## config.mk

```make
export PLATFORM = sky130hd
export DESIGN_NAME = key_debounce_event_generator
export DESIGN_NICKNAME = d
export VERILOG_FILES = /design/src/sv/kdeg_pkg.sv /design/src/sv/kdeg_mem.sv /design/src/sv/kdeg_update.sv /design/src/sv/key_debounce_event_generator.sv
export SDC_FILE = /design/constraint.sdc
export NUM_CORES = 1
export LEC_CHECK = 0
export BUFFER_PORTS_ARGS = -buffer_cell sky130_fd_sc_hd__buf_2
export CAP_MARGIN = 0
export CELL_PAD_IN_SITES_DETAIL_PLACEMENT = 1
export CELL_PAD_IN_SITES_GLOBAL_PLACEMENT = 1
export CORE_MARGIN = 2
export CORE_UTILIZATION = 52
export DETAILED_ROUTE_END_ITERATION = 16
export MAX_ROUTING_LAYER = met4
export PLACE_DENSITY = 0.9
export SLEW_MARGIN = 20
export SYNTH_ARGS = -nofsm -noshare
export SYNTH_HDL_FRONTEND = slang
export SYNTH_SLANG_ARGS = --single-unit
```

## constraint.sdc

```tcl
create_clock -name i_clk -period 9.1 [get_ports i_clk]
set_clock_uncertainty 0.15 [all_clocks]
set_input_delay 0.455 -clock i_clk [delete_from_list [all_inputs] [get_ports i_clk]]
set_output_delay 0.455 -clock i_clk [all_outputs]
set_load 0.02 [all_outputs]
```

## src/sv/kdeg_pkg.sv

```systemverilog
`timescale 1ns / 1ps
`default_nettype none

package kdeg_pkg;

    localparam int KEY_W     = 3;
    localparam int KEY_SPACE = 8;
    localparam int KIND_W    = 3;
    localparam int EV_W      = 3;
    localparam int LVL_W     = 8;
    localparam int TMR_W     = 16;
    localparam int CFG_IDX_W = 3;
    localparam int CFG_DAT_W = 24;

    localparam logic [LVL_W-1:0] LVL_MAX = 8'hFF;
    localparam logic [TMR_W-1:0] TMR_MAX = 16'hFFFF;

    // key status codes
    localparam logic [1:0] ST_IDLE    = 2'd0;
    localparam logic [1:0] ST_PRESS   = 2'd1;
    localparam logic [1:0] ST_AUTOREP = 2'd2;
    localparam logic [1:0] ST_LONG    = 2'd3;

    // event codes
    localparam logic [EV_W-1:0] EV_DOWN   = 3'd0;
    localparam logic [EV_W-1:0] EV_UP     = 3'd1;
    localparam logic [EV_W-1:0] EV_REPEAT = 3'd2;
    localparam logic [EV_W-1:0] EV_LONG   = 3'd3;
    localparam logic [EV_W-1:0] EV_RIGHT  = 3'd4;
    localparam logic [EV_W-1:0] EV_LEFT   = 3'd5;

    // key kinds
    localparam logic [KIND_W-1:0] KIND_PLAIN   = 3'd0;
    localparam logic [KIND_W-1:0] KIND_AUTOREP = 3'd1;
    localparam logic [KIND_W-1:0] KIND_LONG    = 3'd2;
    localparam logic [KIND_W-1:0] KIND_ROT_CLK = 3'd3;
    localparam logic [KIND_W-1:0] KIND_ROT_DAT = 3'd4;

    // configuration register indexes
    localparam logic [CFG_IDX_W-1:0] CFG_UPPER     = 3'd0;
    localparam logic [CFG_IDX_W-1:0] CFG_LOWER     = 3'd1;
    localparam logic [CFG_IDX_W-1:0] CFG_AR_DELAY  = 3'd2;
    localparam logic [CFG_IDX_W-1:0] CFG_AR_PERIOD = 3'd3;
    localparam logic [CFG_IDX_W-1:0] CFG_LP_DELAY  = 3'd4;
    localparam logic [CFG_IDX_W-1:0] CFG_KINDS     = 3'd5;

    localparam logic [LVL_W-1:0]     RST_UPPER     = 8'd192;
    localparam logic [LVL_W-1:0]     RST_LOWER     = 8'd64;
    localparam logic [TMR_W-1:0]     RST_AR_DELAY  = 16'd500;
    localparam logic [TMR_W-1:0]     RST_AR_PERIOD = 16'd100;
    localparam logic [TMR_W-1:0]     RST_LP_DELAY  = 16'd1000;
    localparam logic [CFG_DAT_W-1:0] RST_KINDS     = 24'd0;

    typedef struct packed {
        logic [KEY_W-1:0] key_number;
        logic             raw_pressed;
    } t_in_beat;

    typedef struct packed {
        logic [EV_W-1:0]  event_kind;
        logic [KEY_W-1:0] event_key;
    } t_out_beat;

    typedef struct packed {
        logic [LVL_W-1:0] level;
        logic [1:0]       status;
        logic [TMR_W-1:0] timer;
    } t_key_state;

    typedef struct packed {
        logic [LVL_W-1:0] upper;
        logic [LVL_W-1:0] lower;
        logic [TMR_W-1:0] ar_delay;
        logic [TMR_W-1:0] ar_period;
        logic [TMR_W-1:0] lp_delay;
    } t_cfg;

    typedef struct packed {
        logic            emit;
        logic [EV_W-1:0] kind;
    } t_upd_ev;

endpackage

`default_nettype wire

```

## src/sv/kdeg_mem.sv

```systemverilog
`timescale 1ns / 1ps
`default_nettype none

module kdeg_mem
    import kdeg_pkg::*;
#(
    parameter int DEPTH = 8,
    parameter int AW    = 3
) (
    input  wire logic          i_clk,
    input  wire logic          i_rst_n,
    input  wire logic          i_rd_en,
    input  wire logic [AW-1:0] i_rd_addr_a,
    input  wire logic [AW-1:0] i_rd_addr_b,
    input  wire logic          i_wr_en,
    input  wire logic [AW-1:0] i_wr_addr,
    input  wire t_key_state    i_wr_data,
    output t_key_state         o_rd_data_a,
    output logic [1:0]         o_rd_status_b
);

    t_key_state r_mem [DEPTH];
    logic [DEPTH-1:0] r_ent_vld;
    t_key_state r_rd_a;
    t_key_state r_rd_b;
    logic r_vld_a;
    logic r_vld_b;

    always_ff @(posedge i_clk) begin
        if (i_wr_en) begin
            r_mem[i_wr_addr] <= i_wr_data;
        end
        if (i_rd_en) begin
            r_rd_a <= r_mem[i_rd_addr_a];
            r_rd_b <= r_mem[i_rd_addr_b];
        end
    end

    // entries never written read back as the reset state
    always_ff @(posedge i_clk) begin
        if (!i_rst_n) begin
            r_ent_vld <= '0;
            r_vld_a   <= 1'b0;
            r_vld_b   <= 1'b0;
        end else begin
            if (i_wr_en) begin
                r_ent_vld[i_wr_addr] <= 1'b1;
            end
            if (i_rd_en) begin
                r_vld_a <= r_ent_vld[i_rd_addr_a];
                r_vld_b <= r_ent_vld[i_rd_addr_b];
            end
        end
    end

    assign o_rd_data_a   = r_vld_a ? r_rd_a : '0;
    assign o_rd_status_b = r_vld_b ? r_rd_b.status : ST_IDLE;

endmodule

`default_nettype wire

```

## src/sv/kdeg_update.sv

```systemverilog
`timescale 1ns / 1ps
`default_nettype none

module kdeg_update
    import kdeg_pkg::*;
(
    input  wire t_key_state        i_cur,
    input  wire logic              i_pressed,
    input  wire logic [KIND_W-1:0] i_kind,
    input  wire logic              i_has_next,
    input  wire logic              i_next_idle,
    input  wire t_cfg              i_cfg,
    output t_key_state             o_nxt,
    output t_upd_ev                o_ev
);

    logic [LVL_W-1:0] lvl;
    logic [TMR_W-1:0] t_inc;
    logic             rise;
    logic             fall;
    logic             is_idle;

    assign is_idle = (i_cur.status == ST_IDLE);

    // level moves a quarter of the way toward the rail
    always_comb begin
        if (i_pressed) begin
            lvl = i_cur.level + ((LVL_MAX - i_cur.level) >> 2);
        end else begin
            lvl = i_cur.level - (i_cur.level >> 2);
        end
    end

    assign rise  = is_idle && (lvl > i_cfg.upper);
    assign fall  = !is_idle && (lvl < i_cfg.lower);
    assign t_inc = (i_cur.timer == TMR_MAX) ? i_cur.timer : i_cur.timer + 16'd1;

    always_comb begin
        o_nxt       = i_cur;
        o_nxt.level = lvl;
        o_ev.emit   = 1'b0;
        o_ev.kind   = EV_DOWN;
        if (i_kind == KIND_PLAIN || i_kind == KIND_AUTOREP || i_kind == KIND_LONG) begin
            if (rise) begin
                o_ev.emit    = 1'b1;
                o_ev.kind    = EV_DOWN;
                o_nxt.timer  = '0;
                o_nxt.status = ST_PRESS;
            end else if (fall) begin
                // up only if no repeat or long event was given
                if (i_cur.status == ST_PRESS) begin
                    o_ev.emit = 1'b1;
                    o_ev.kind = EV_UP;
                end
                o_nxt.status = ST_IDLE;
            end else if (!is_idle) begin
                o_nxt.timer = t_inc;
                if (i_kind == KIND_AUTOREP) begin
                    if (i_cur.status == ST_PRESS && t_inc >= i_cfg.ar_delay) begin
                        o_ev.emit    = 1'b1;
                        o_ev.kind    = EV_REPEAT;
                        o_nxt.timer  = '0;
                        o_nxt.status = ST_AUTOREP;
                    end else if (i_cur.status == ST_AUTOREP && t_inc >= i_cfg.ar_period) begin
                        o_ev.emit   = 1'b1;
                        o_ev.kind   = EV_REPEAT;
                        o_nxt.timer = '0;
                    end
                end else if (i_kind == KIND_LONG) begin
                    if (i_cur.status == ST_PRESS && t_inc >= i_cfg.lp_delay) begin
                        o_ev.emit    = 1'b1;
                        o_ev.kind    = EV_LONG;
                        o_nxt.status = ST_LONG;
                    end
                end
            end
        end else if (i_kind == KIND_ROT_CLK) begin
            if (rise) begin
                // last key has no data partner
                if (i_has_next) begin
                    o_ev.emit = 1'b1;
                    o_ev.kind = i_next_idle ? EV_RIGHT : EV_LEFT;
                end
                o_nxt.status = ST_PRESS;
            end else if (fall) begin
                o_nxt.status = ST_IDLE;
            end
        end else if (i_kind == KIND_ROT_DAT) begin
            if (rise) begin
                o_nxt.status = ST_PRESS;
            end else if (fall) begin
                o_nxt.status = ST_IDLE;
            end
        end
    end

endmodule

`default_nettype wire

```

## src/sv/key_debounce_event_generator.sv

```systemverilog
`timescale 1ns / 1ps
`default_nettype none

// key debounce and event generator
// input channel: one beat per raw key sample (key number, pressed level) on
// i_in_valid / i_in_data, held off by o_in_stall. output channel: one beat per
// event (kind, key) on o_out_valid / o_out_data, held off by i_out_stall.
// a sample causes at most one event; samples for keys at or beyond NUM_KEYS
// are dropped with no effect.
// an event passes from its sample through the read register of the per-key state
// memory and the update stage into the output register. throughput: one sample per
// cycle while o_in_stall is low; the per-key state is read, updated and written
// back, with a forward from the write of the previous sample when it hits the same
// key or the rotary partner key. when the receiver stalls, the pending event waits
// in the output register; samples that give no event still pass, and the next
// event-producing sample waits in the update stage, raising o_in_stall until the
// output register frees up. reset clears the registers to their listed values and
// marks every key's state entry as idle with zero level and timer; no clearing pass
// is needed. configuration writes take effect at once; the user must make them only
// while the block is idle, as the block does not enforce it.

module key_debounce_event_generator
    import kdeg_pkg::*;
#(
    parameter int NUM_KEYS = 8
) (
    input  wire logic                 i_clk,
    input  wire logic                 i_rst_n,
    input  wire logic                 i_in_valid,
    input  wire t_in_beat             i_in_data,
    output logic                      o_in_stall,
    output logic                      o_out_valid,
    output t_out_beat                 o_out_data,
    input  wire logic                 i_out_stall,
    input  wire logic                 i_cfg_we,
    input  wire logic [CFG_IDX_W-1:0] i_cfg_idx,
    input  wire logic [CFG_DAT_W-1:0] i_cfg_data
);

    localparam int DEPTH = (NUM_KEYS < KEY_SPACE) ? NUM_KEYS : KEY_SPACE;
    localparam int AW    = (DEPTH > 1) ? $clog2(DEPTH) : 1;
    localparam logic [4:0] NK = 5'(NUM_KEYS);

    t_cfg                 r_cfg;
    logic [CFG_DAT_W-1:0] r_key_kinds;

    logic             r_s1_vld;
    logic [KEY_W-1:0] r_s1_key;
    logic             r_s1_pressed;
    logic             r_s1_has_next;
    logic             r_s1_next_mem;
    logic             r_fwd_a;
    logic             r_fwd_b;
    t_key_state       r_fwd_state;
    logic             r_out_vld;
    t_out_beat        r_out;

    logic             in_acc;
    logic             key_ok;
    logic [4:0]       next_key;
    logic             has_next;
    logic             next_mem;
    logic [AW-1:0]    rd_addr_a;
    logic [AW-1:0]    rd_addr_b;
    logic             s1_adv;
    logic             s1_wr;
    t_key_state       rd_a;
    logic [1:0]       rd_status_b;
    t_key_state       cur;
    logic [1:0]       next_status;
    logic [4:0]       kind_base;
    logic [KIND_W-1:0] kind;
    t_key_state       nxt;
    t_upd_ev          ev;

    // configuration registers
    always_ff @(posedge i_clk) begin
        if (!i_rst_n) begin
            r_cfg.upper     <= RST_UPPER;
            r_cfg.lower     <= RST_LOWER;
            r_cfg.ar_delay  <= RST_AR_DELAY;
            r_cfg.ar_period <= RST_AR_PERIOD;
            r_cfg.lp_delay  <= RST_LP_DELAY;
            r_key_kinds     <= RST_KINDS;
        end else if (i_cfg_we) begin
            unique case (i_cfg_idx)
                CFG_UPPER:     r_cfg.upper     <= i_cfg_data[LVL_W-1:0];
                CFG_LOWER:     r_cfg.lower     <= i_cfg_data[LVL_W-1:0];
                CFG_AR_DELAY:  r_cfg.ar_delay  <= i_cfg_data[TMR_W-1:0];
                CFG_AR_PERIOD: r_cfg.ar_period <= i_cfg_data[TMR_W-1:0];
                CFG_LP_DELAY:  r_cfg.lp_delay  <= i_cfg_data[TMR_W-1:0];
                CFG_KINDS:     r_key_kinds     <= i_cfg_data;
                default: ;
            endcase
        end
    end

    // read side: state of the key and status of its rotary partner
    assign in_acc    = i_in_valid && !o_in_stall;
    assign key_ok    = {2'b00, i_in_data.key_number} < NK;
    assign next_key  = {2'b00, i_in_data.key_number} + 5'd1;
    assign has_next  = next_key < NK;
    // a partner key past the sampled key range never leaves idle
    assign next_mem  = next_key < 5'(DEPTH);
    assign rd_addr_a = key_ok ? i_in_data.key_number[AW-1:0] : '0;
    assign rd_addr_b = next_mem ? next_key[AW-1:0] : '0;

    assign s1_adv     = !ev.emit || !r_out_vld || !i_out_stall;
    assign s1_wr      = r_s1_vld && s1_adv;
    assign o_in_stall = r_s1_vld && !s1_adv;

    kdeg_mem #(
        .DEPTH(DEPTH),
        .AW   (AW)
    ) u_mem (
        .i_clk         (i_clk),
        .i_rst_n       (i_rst_n),
        .i_rd_en       (in_acc),
        .i_rd_addr_a   (rd_addr_a),
        .i_rd_addr_b   (rd_addr_b),
        .i_wr_en       (s1_wr),
        .i_wr_addr     (r_s1_key[AW-1:0]),
        .i_wr_data     (nxt),
        .o_rd_data_a   (rd_a),
        .o_rd_status_b (rd_status_b)
    );

    // stage 1 registers, with forward flags for a write landing on the read edge
    always_ff @(posedge i_clk) begin
        if (!i_rst_n) begin
            r_s1_vld <= 1'b0;
            r_fwd_a  <= 1'b0;
            r_fwd_b  <= 1'b0;
        end else if (in_acc) begin
            r_s1_vld <= key_ok;
            r_fwd_a  <= s1_wr && (r_s1_key == i_in_data.key_number);
            r_fwd_b  <= s1_wr && ({2'b00, r_s1_key} == next_key);
        end else if (s1_adv) begin
            r_s1_vld <= 1'b0;
        end
    end

    always_ff @(posedge i_clk) begin
        if (in_acc) begin
            r_s1_key      <= i_in_data.key_number;
            r_s1_pressed  <= i_in_data.raw_pressed;
            r_s1_has_next <= has_next;
            r_s1_next_mem <= next_mem;
            r_fwd_state   <= nxt;
        end
    end

    assign cur         = r_fwd_a ? r_fwd_state : rd_a;
    assign next_status = !r_s1_next_mem ? ST_IDLE :
                         r_fwd_b ? r_fwd_state.status : rd_status_b;
    assign kind_base   = 5'({2'b00, r_s1_key} * 5'd3);
    assign kind        = r_key_kinds[kind_base +: KIND_W];

    kdeg_update u_update (
        .i_cur       (cur),
        .i_pressed   (r_s1_pressed),
        .i_kind      (kind),
        .i_has_next  (r_s1_has_next),
        .i_next_idle (next_status == ST_IDLE),
        .i_cfg       (r_cfg),
        .o_nxt       (nxt),
        .o_ev        (ev)
    );

    // output register
    always_ff @(posedge i_clk) begin
        if (!i_rst_n) begin
            r_out_vld <= 1'b0;
        end else if (s1_wr && ev.emit) begin
            r_out_vld <= 1'b1;
        end else if (!i_out_stall) begin
            r_out_vld <= 1'b0;
        end
    end

    always_ff @(posedge i_clk) begin
        if (s1_wr && ev.emit) begin
            r_out.event_kind <= ev.kind;
            r_out.event_key  <= r_s1_key;
        end
    end

    assign o_out_valid = r_out_vld;
    assign o_out_data  = r_out;

endmodule

`default_nettype wire

```

==> summary.md <==
| Metric | Value |
|---|---|
| Post-synth ARST share | `0%` |
| Post-Synth XOR/XNOR Area | `approximately 1.4%` |
| Syn Area/Cell | `12.9 um2` |
| Library cells used by synthesis | `73` |
| DP Wirelength | `30300 um` |
| Mux contribution to synthesized area | `10.8%` |
| RSZ-0062 raised after global routing | `no` |
| Post-synth top area share | `47.3%` |
| Simple-Gate Fraction of Synth Area | `9.30%` |
| Main synth FF type | `edfxtp_1` |
| Die extent in x | `187 um` |
| Antenna violations before repair | `1` |
| Area leader, netlist | `edfxtp_1` |
| Total core area | `32700 um2` |
| TritonCTS Buffers | `39` |
| Top delay family on crit path | `compound AO/OA/AOI/OAI gates` |
| Worst reg2reg path depth | `24` |
| Status | `finished, final reports clean` |
| Largest family of logic cells by synthesized area | `multiplexers` |
| Least-Margin Pin Slew | `1.10 ns` |
| Syn nets | `1451` |
| I/O Buffers | `43` |
| Initial core utilization | `53.0%` |
| Fillcell total | `3266` |
| Top-count cell post-synth | `edfxtp_1` |
| Leak | `6.87 nW` |
| Sw Pwr | `944 uW` |
| Setup Fix Bufs, Post-CTS | `0` |
| Crit Path Max Fanout | `31` |
| Register clock-pin slew on the reported worst setup and hold paths | `0.07 ns` |
| Internal power | `2.91 mW` |
| Required time worst endpoint | `~9.1 ns` |
| Root buf cell | `clkbuf_16` |
| Final wirelength | `47400 um` |
| Power Dens Cells | `approximately 200 nW/um2` |
| Critical path arrival | `8.02 ns` |
| Met3 wire len | `approximately 3100 um` |
| Setup Crit Path Kind | `register to register` |
| Setup-failing EPs final | `0` |
| Period utilization | `87.8%` |
| Iter 0 DRT Violations | `roughly 890` |
| Clock Power Share | `around two fifths` |
| Util after Layout | `58.9%` |
| Combinational group share of total power | `9.4%` |
| Hold Path Depth | `3` |
| Post-synthesis adder-cell area fraction | `5.39%` |
| Gr ovfl total | `0` |
| Crit path buf inv count | `4` |
| #FFs+latches synth | `375` |
| Global-route wire length before repair | `~73000 um` |
| Final hold viol count | `0` |
| Tot Pwr | `3.86 mW` |
| Crit path launch type | `register` |
| Largest net degree at the start of global routing | `111` |
| Wl on met1 | `18200 um` |
| Levels on crit path | `24` |
| Final Max Slew Viols | `0` |
| Share of layout cells above drive strength 1 | `~17%` |
| Max Freq | `125 MHz` |
| Layout area overhead | `11.1%` |
| Row count | `66` |
| Die Y | `about 190 um` |
| Max-cap viol count | `0` |
| Final ANT Viol Nets | `0` |
| Clock buffer depth | `3` |
| Vias in the first global route | `12676` |
| DRT Pass-1 Iters | `5` |
| Ys Warns | `0` |
| Synth top area cells | `edfxtp_1, dfxtp_1, mux4_2` |
| H-tree depth | `2` |
| # nets final | `around 1500` |
| RePlAce Congestion | `0.852` |
| Met2 wire length | `23700 um` |
| Routed length per placed instance | `25.6 um` |
| Synth Area in Compound Gates | `10.8%` |
| # DRC | `0` |
| Vias per cell | `approximately 6.3` |
| Clk Latency, worst-skew pair | `0.55 ns` |
| Worst path max stage delay | `0.79 ns` |
| Hold_buf cts | `1` |
| Slew margin rel. | `a little over a quarter` |
| Sum of negative setup slack | `0 ns` |
| Slowest CP cell | `o221ai_1` |
| Peak supply drop | `0.172 mV` |
| TritonCTS clock tree | `done` |
| HP Class | `input port to register` |
| GRT Util Overall | `28.2%` |
| I/O pin cnt | `44` |
| Post_cts resized | `0` |
| Num Clock Sinks | `375` |
| DR top layer | `met4` |
| Switching share of power | `between 20 and 25%` |
| Post-Syn Area | `17300 um2` |
| Seq/Total Area, Yosys | `59.1%` |
| Commonest cells post-synth | `edfxtp_1, nand2_1, dfxtp_1` |
| Worst-path cell chain | `nor2b_1, buf_4, a22o_1, inv_1, ha_1, mux2_2, ha_1, a21o_1, a21oi_1, o21bai_1, a21oi_1, nor2b_1, o21ai_0, nand2b_1, xnor2_1, ha_1, nand4_1, a21oi_1, o221ai_1, o21ai_0, nand3_1, o21ai_4, inv_2, buf_4` |
| Mapped Cells | `1341` |
| Reg power frac | `between 50% and 60%` |
| Min cycle time layout | `7.99 ns` |
| DIE AREA | `34800 um2` |
| Via count | `approximately 12000` |
| Number of synthesized flops with an enable pin | `between 200 and 300` |
| Setup crit end kind | `register` |
## placed cells by master, fill, tap and decap left out, drive strengths merged, types with 10 or more instances in the layout
cell type	n
mux2	33
nand2	218
edfxtp	273
o21ai	41
inv	83
buf	59
mux2i	11
a22oi	13
o211ai	29
mux4	61
xnor2	19
nand3	18
clkinv	17
nand4	10
a21oi	43
a22o	10
clkbuf	48
nor2	42
ha	73
a21boi	70
a21o	11
dfxtp	102
## worst reg2reg max path, delay by kind of cell, from the launching register on
kind | cells | cell delay, ns
DFF | 1 | 0.71
xor gates and xnor gates | 1 | 0.78
buffers and inverters | 4 | 1.36
AOI/OAI and AO/OA | 10 | 2.52
adders and majority gates | 3 | 0.98
and+or+nand+nor | 5 | 0.79
muxes | 1 | 0.28
## through the flow
step           hold WS [ns]  instance area, um2  cells  setup slack, ns
4_1_cts              0.0160               19200   1855             1.37
5_1_grt              0.0410               19300   1856            0.700
3_3_place_gp          0.293               18000   1782             1.94
3_5_place_dp          0.307               18000   1782             1.51
2_1_floorplan         0.271               17300   1341             2.81
6_report             0.0224               19300   1856             1.11
## per-layer routing
metal	track usage [%]	vias to the layer above
li1	-	5054
met1	33.3	5912
met2	47.7	496
met3	3.76	161
met4	14.2	0
met5	-	-
## cells by family (layout without fill, tap and decap cells)
| group | count (synthesis) | after routing |
|---|---|---|
| muxes | 105 | 105 |
| AOI/OAI and AO/OA | 261 | 261 |
| xor gates and xnor gates | 28 | 28 |
| DFF | 375 | 375 |
| other | 0 | 1 |
| adders and majority gates | 74 | 74 |
| buffers and inverters | 142 | 214 |
| and+or+nand+nor | 356 | 356 |
## sequential cells by signal (all words and copies together) (netlist names)
register and cells:
u_mem.r_mem 208, r_cfg 64, r_fwd_state 26, u_mem.r_rd_a 26
r_key_kinds 24, u_mem.r_ent_vld 8, o_out_data 6, r_s1_key 3
u_mem.r_rd_b 2, o_out_valid 1, r_fwd_a 1, r_fwd_b 1
r_s1_next_mem 1, r_s1_pressed 1, r_s1_vld 1, u_mem.r_vld_a 1
u_mem.r_vld_b 1
## power by group through the flow
stage               clock, mW  combinational [mW]  sequential, mW
floorplan                   0               0.238            1.95
global placement            0               0.324            1.97
detailed placement          0               0.351            1.97
CTS                      1.57               0.361            1.94
global route             1.63               0.394            1.94
finish                   1.56               0.364            1.94
## final timing paths
check	slack, ns	endpoint	from
min reg2reg	0.31	u_mem.r_ent_vld[5]	u_mem.r_ent_vld[5]
max	1.11	u_mem.r_rd_a[18]	u_mem.r_vld_a
max reg2reg	1.11	u_mem.r_rd_a[18]	u_mem.r_vld_a
min	0.02	r_key_kinds[17]	i_cfg_data[17]
## cell type report
| cell class | count | area (um2) | share of cell area [%] |
|---|---|---|---|
| antenna | 1 | 2.50 | 0.0130 |
| clock buffer | 48 | 1040 | 5.41 |
| clock inverter | 24 | 189 | 0.981 |
| inverter | 82 | 308 | 1.60 |
| multi-input combinational | 824 | 6570 | 34.1 |
| sequential | 375 | 10200 | 53.2 |
| tap | 442 | 553 | 2.87 |
| timing repair buffer | 60 | 352 | 1.83 |
No activity file was read; power rests on OpenSTA's default activity.
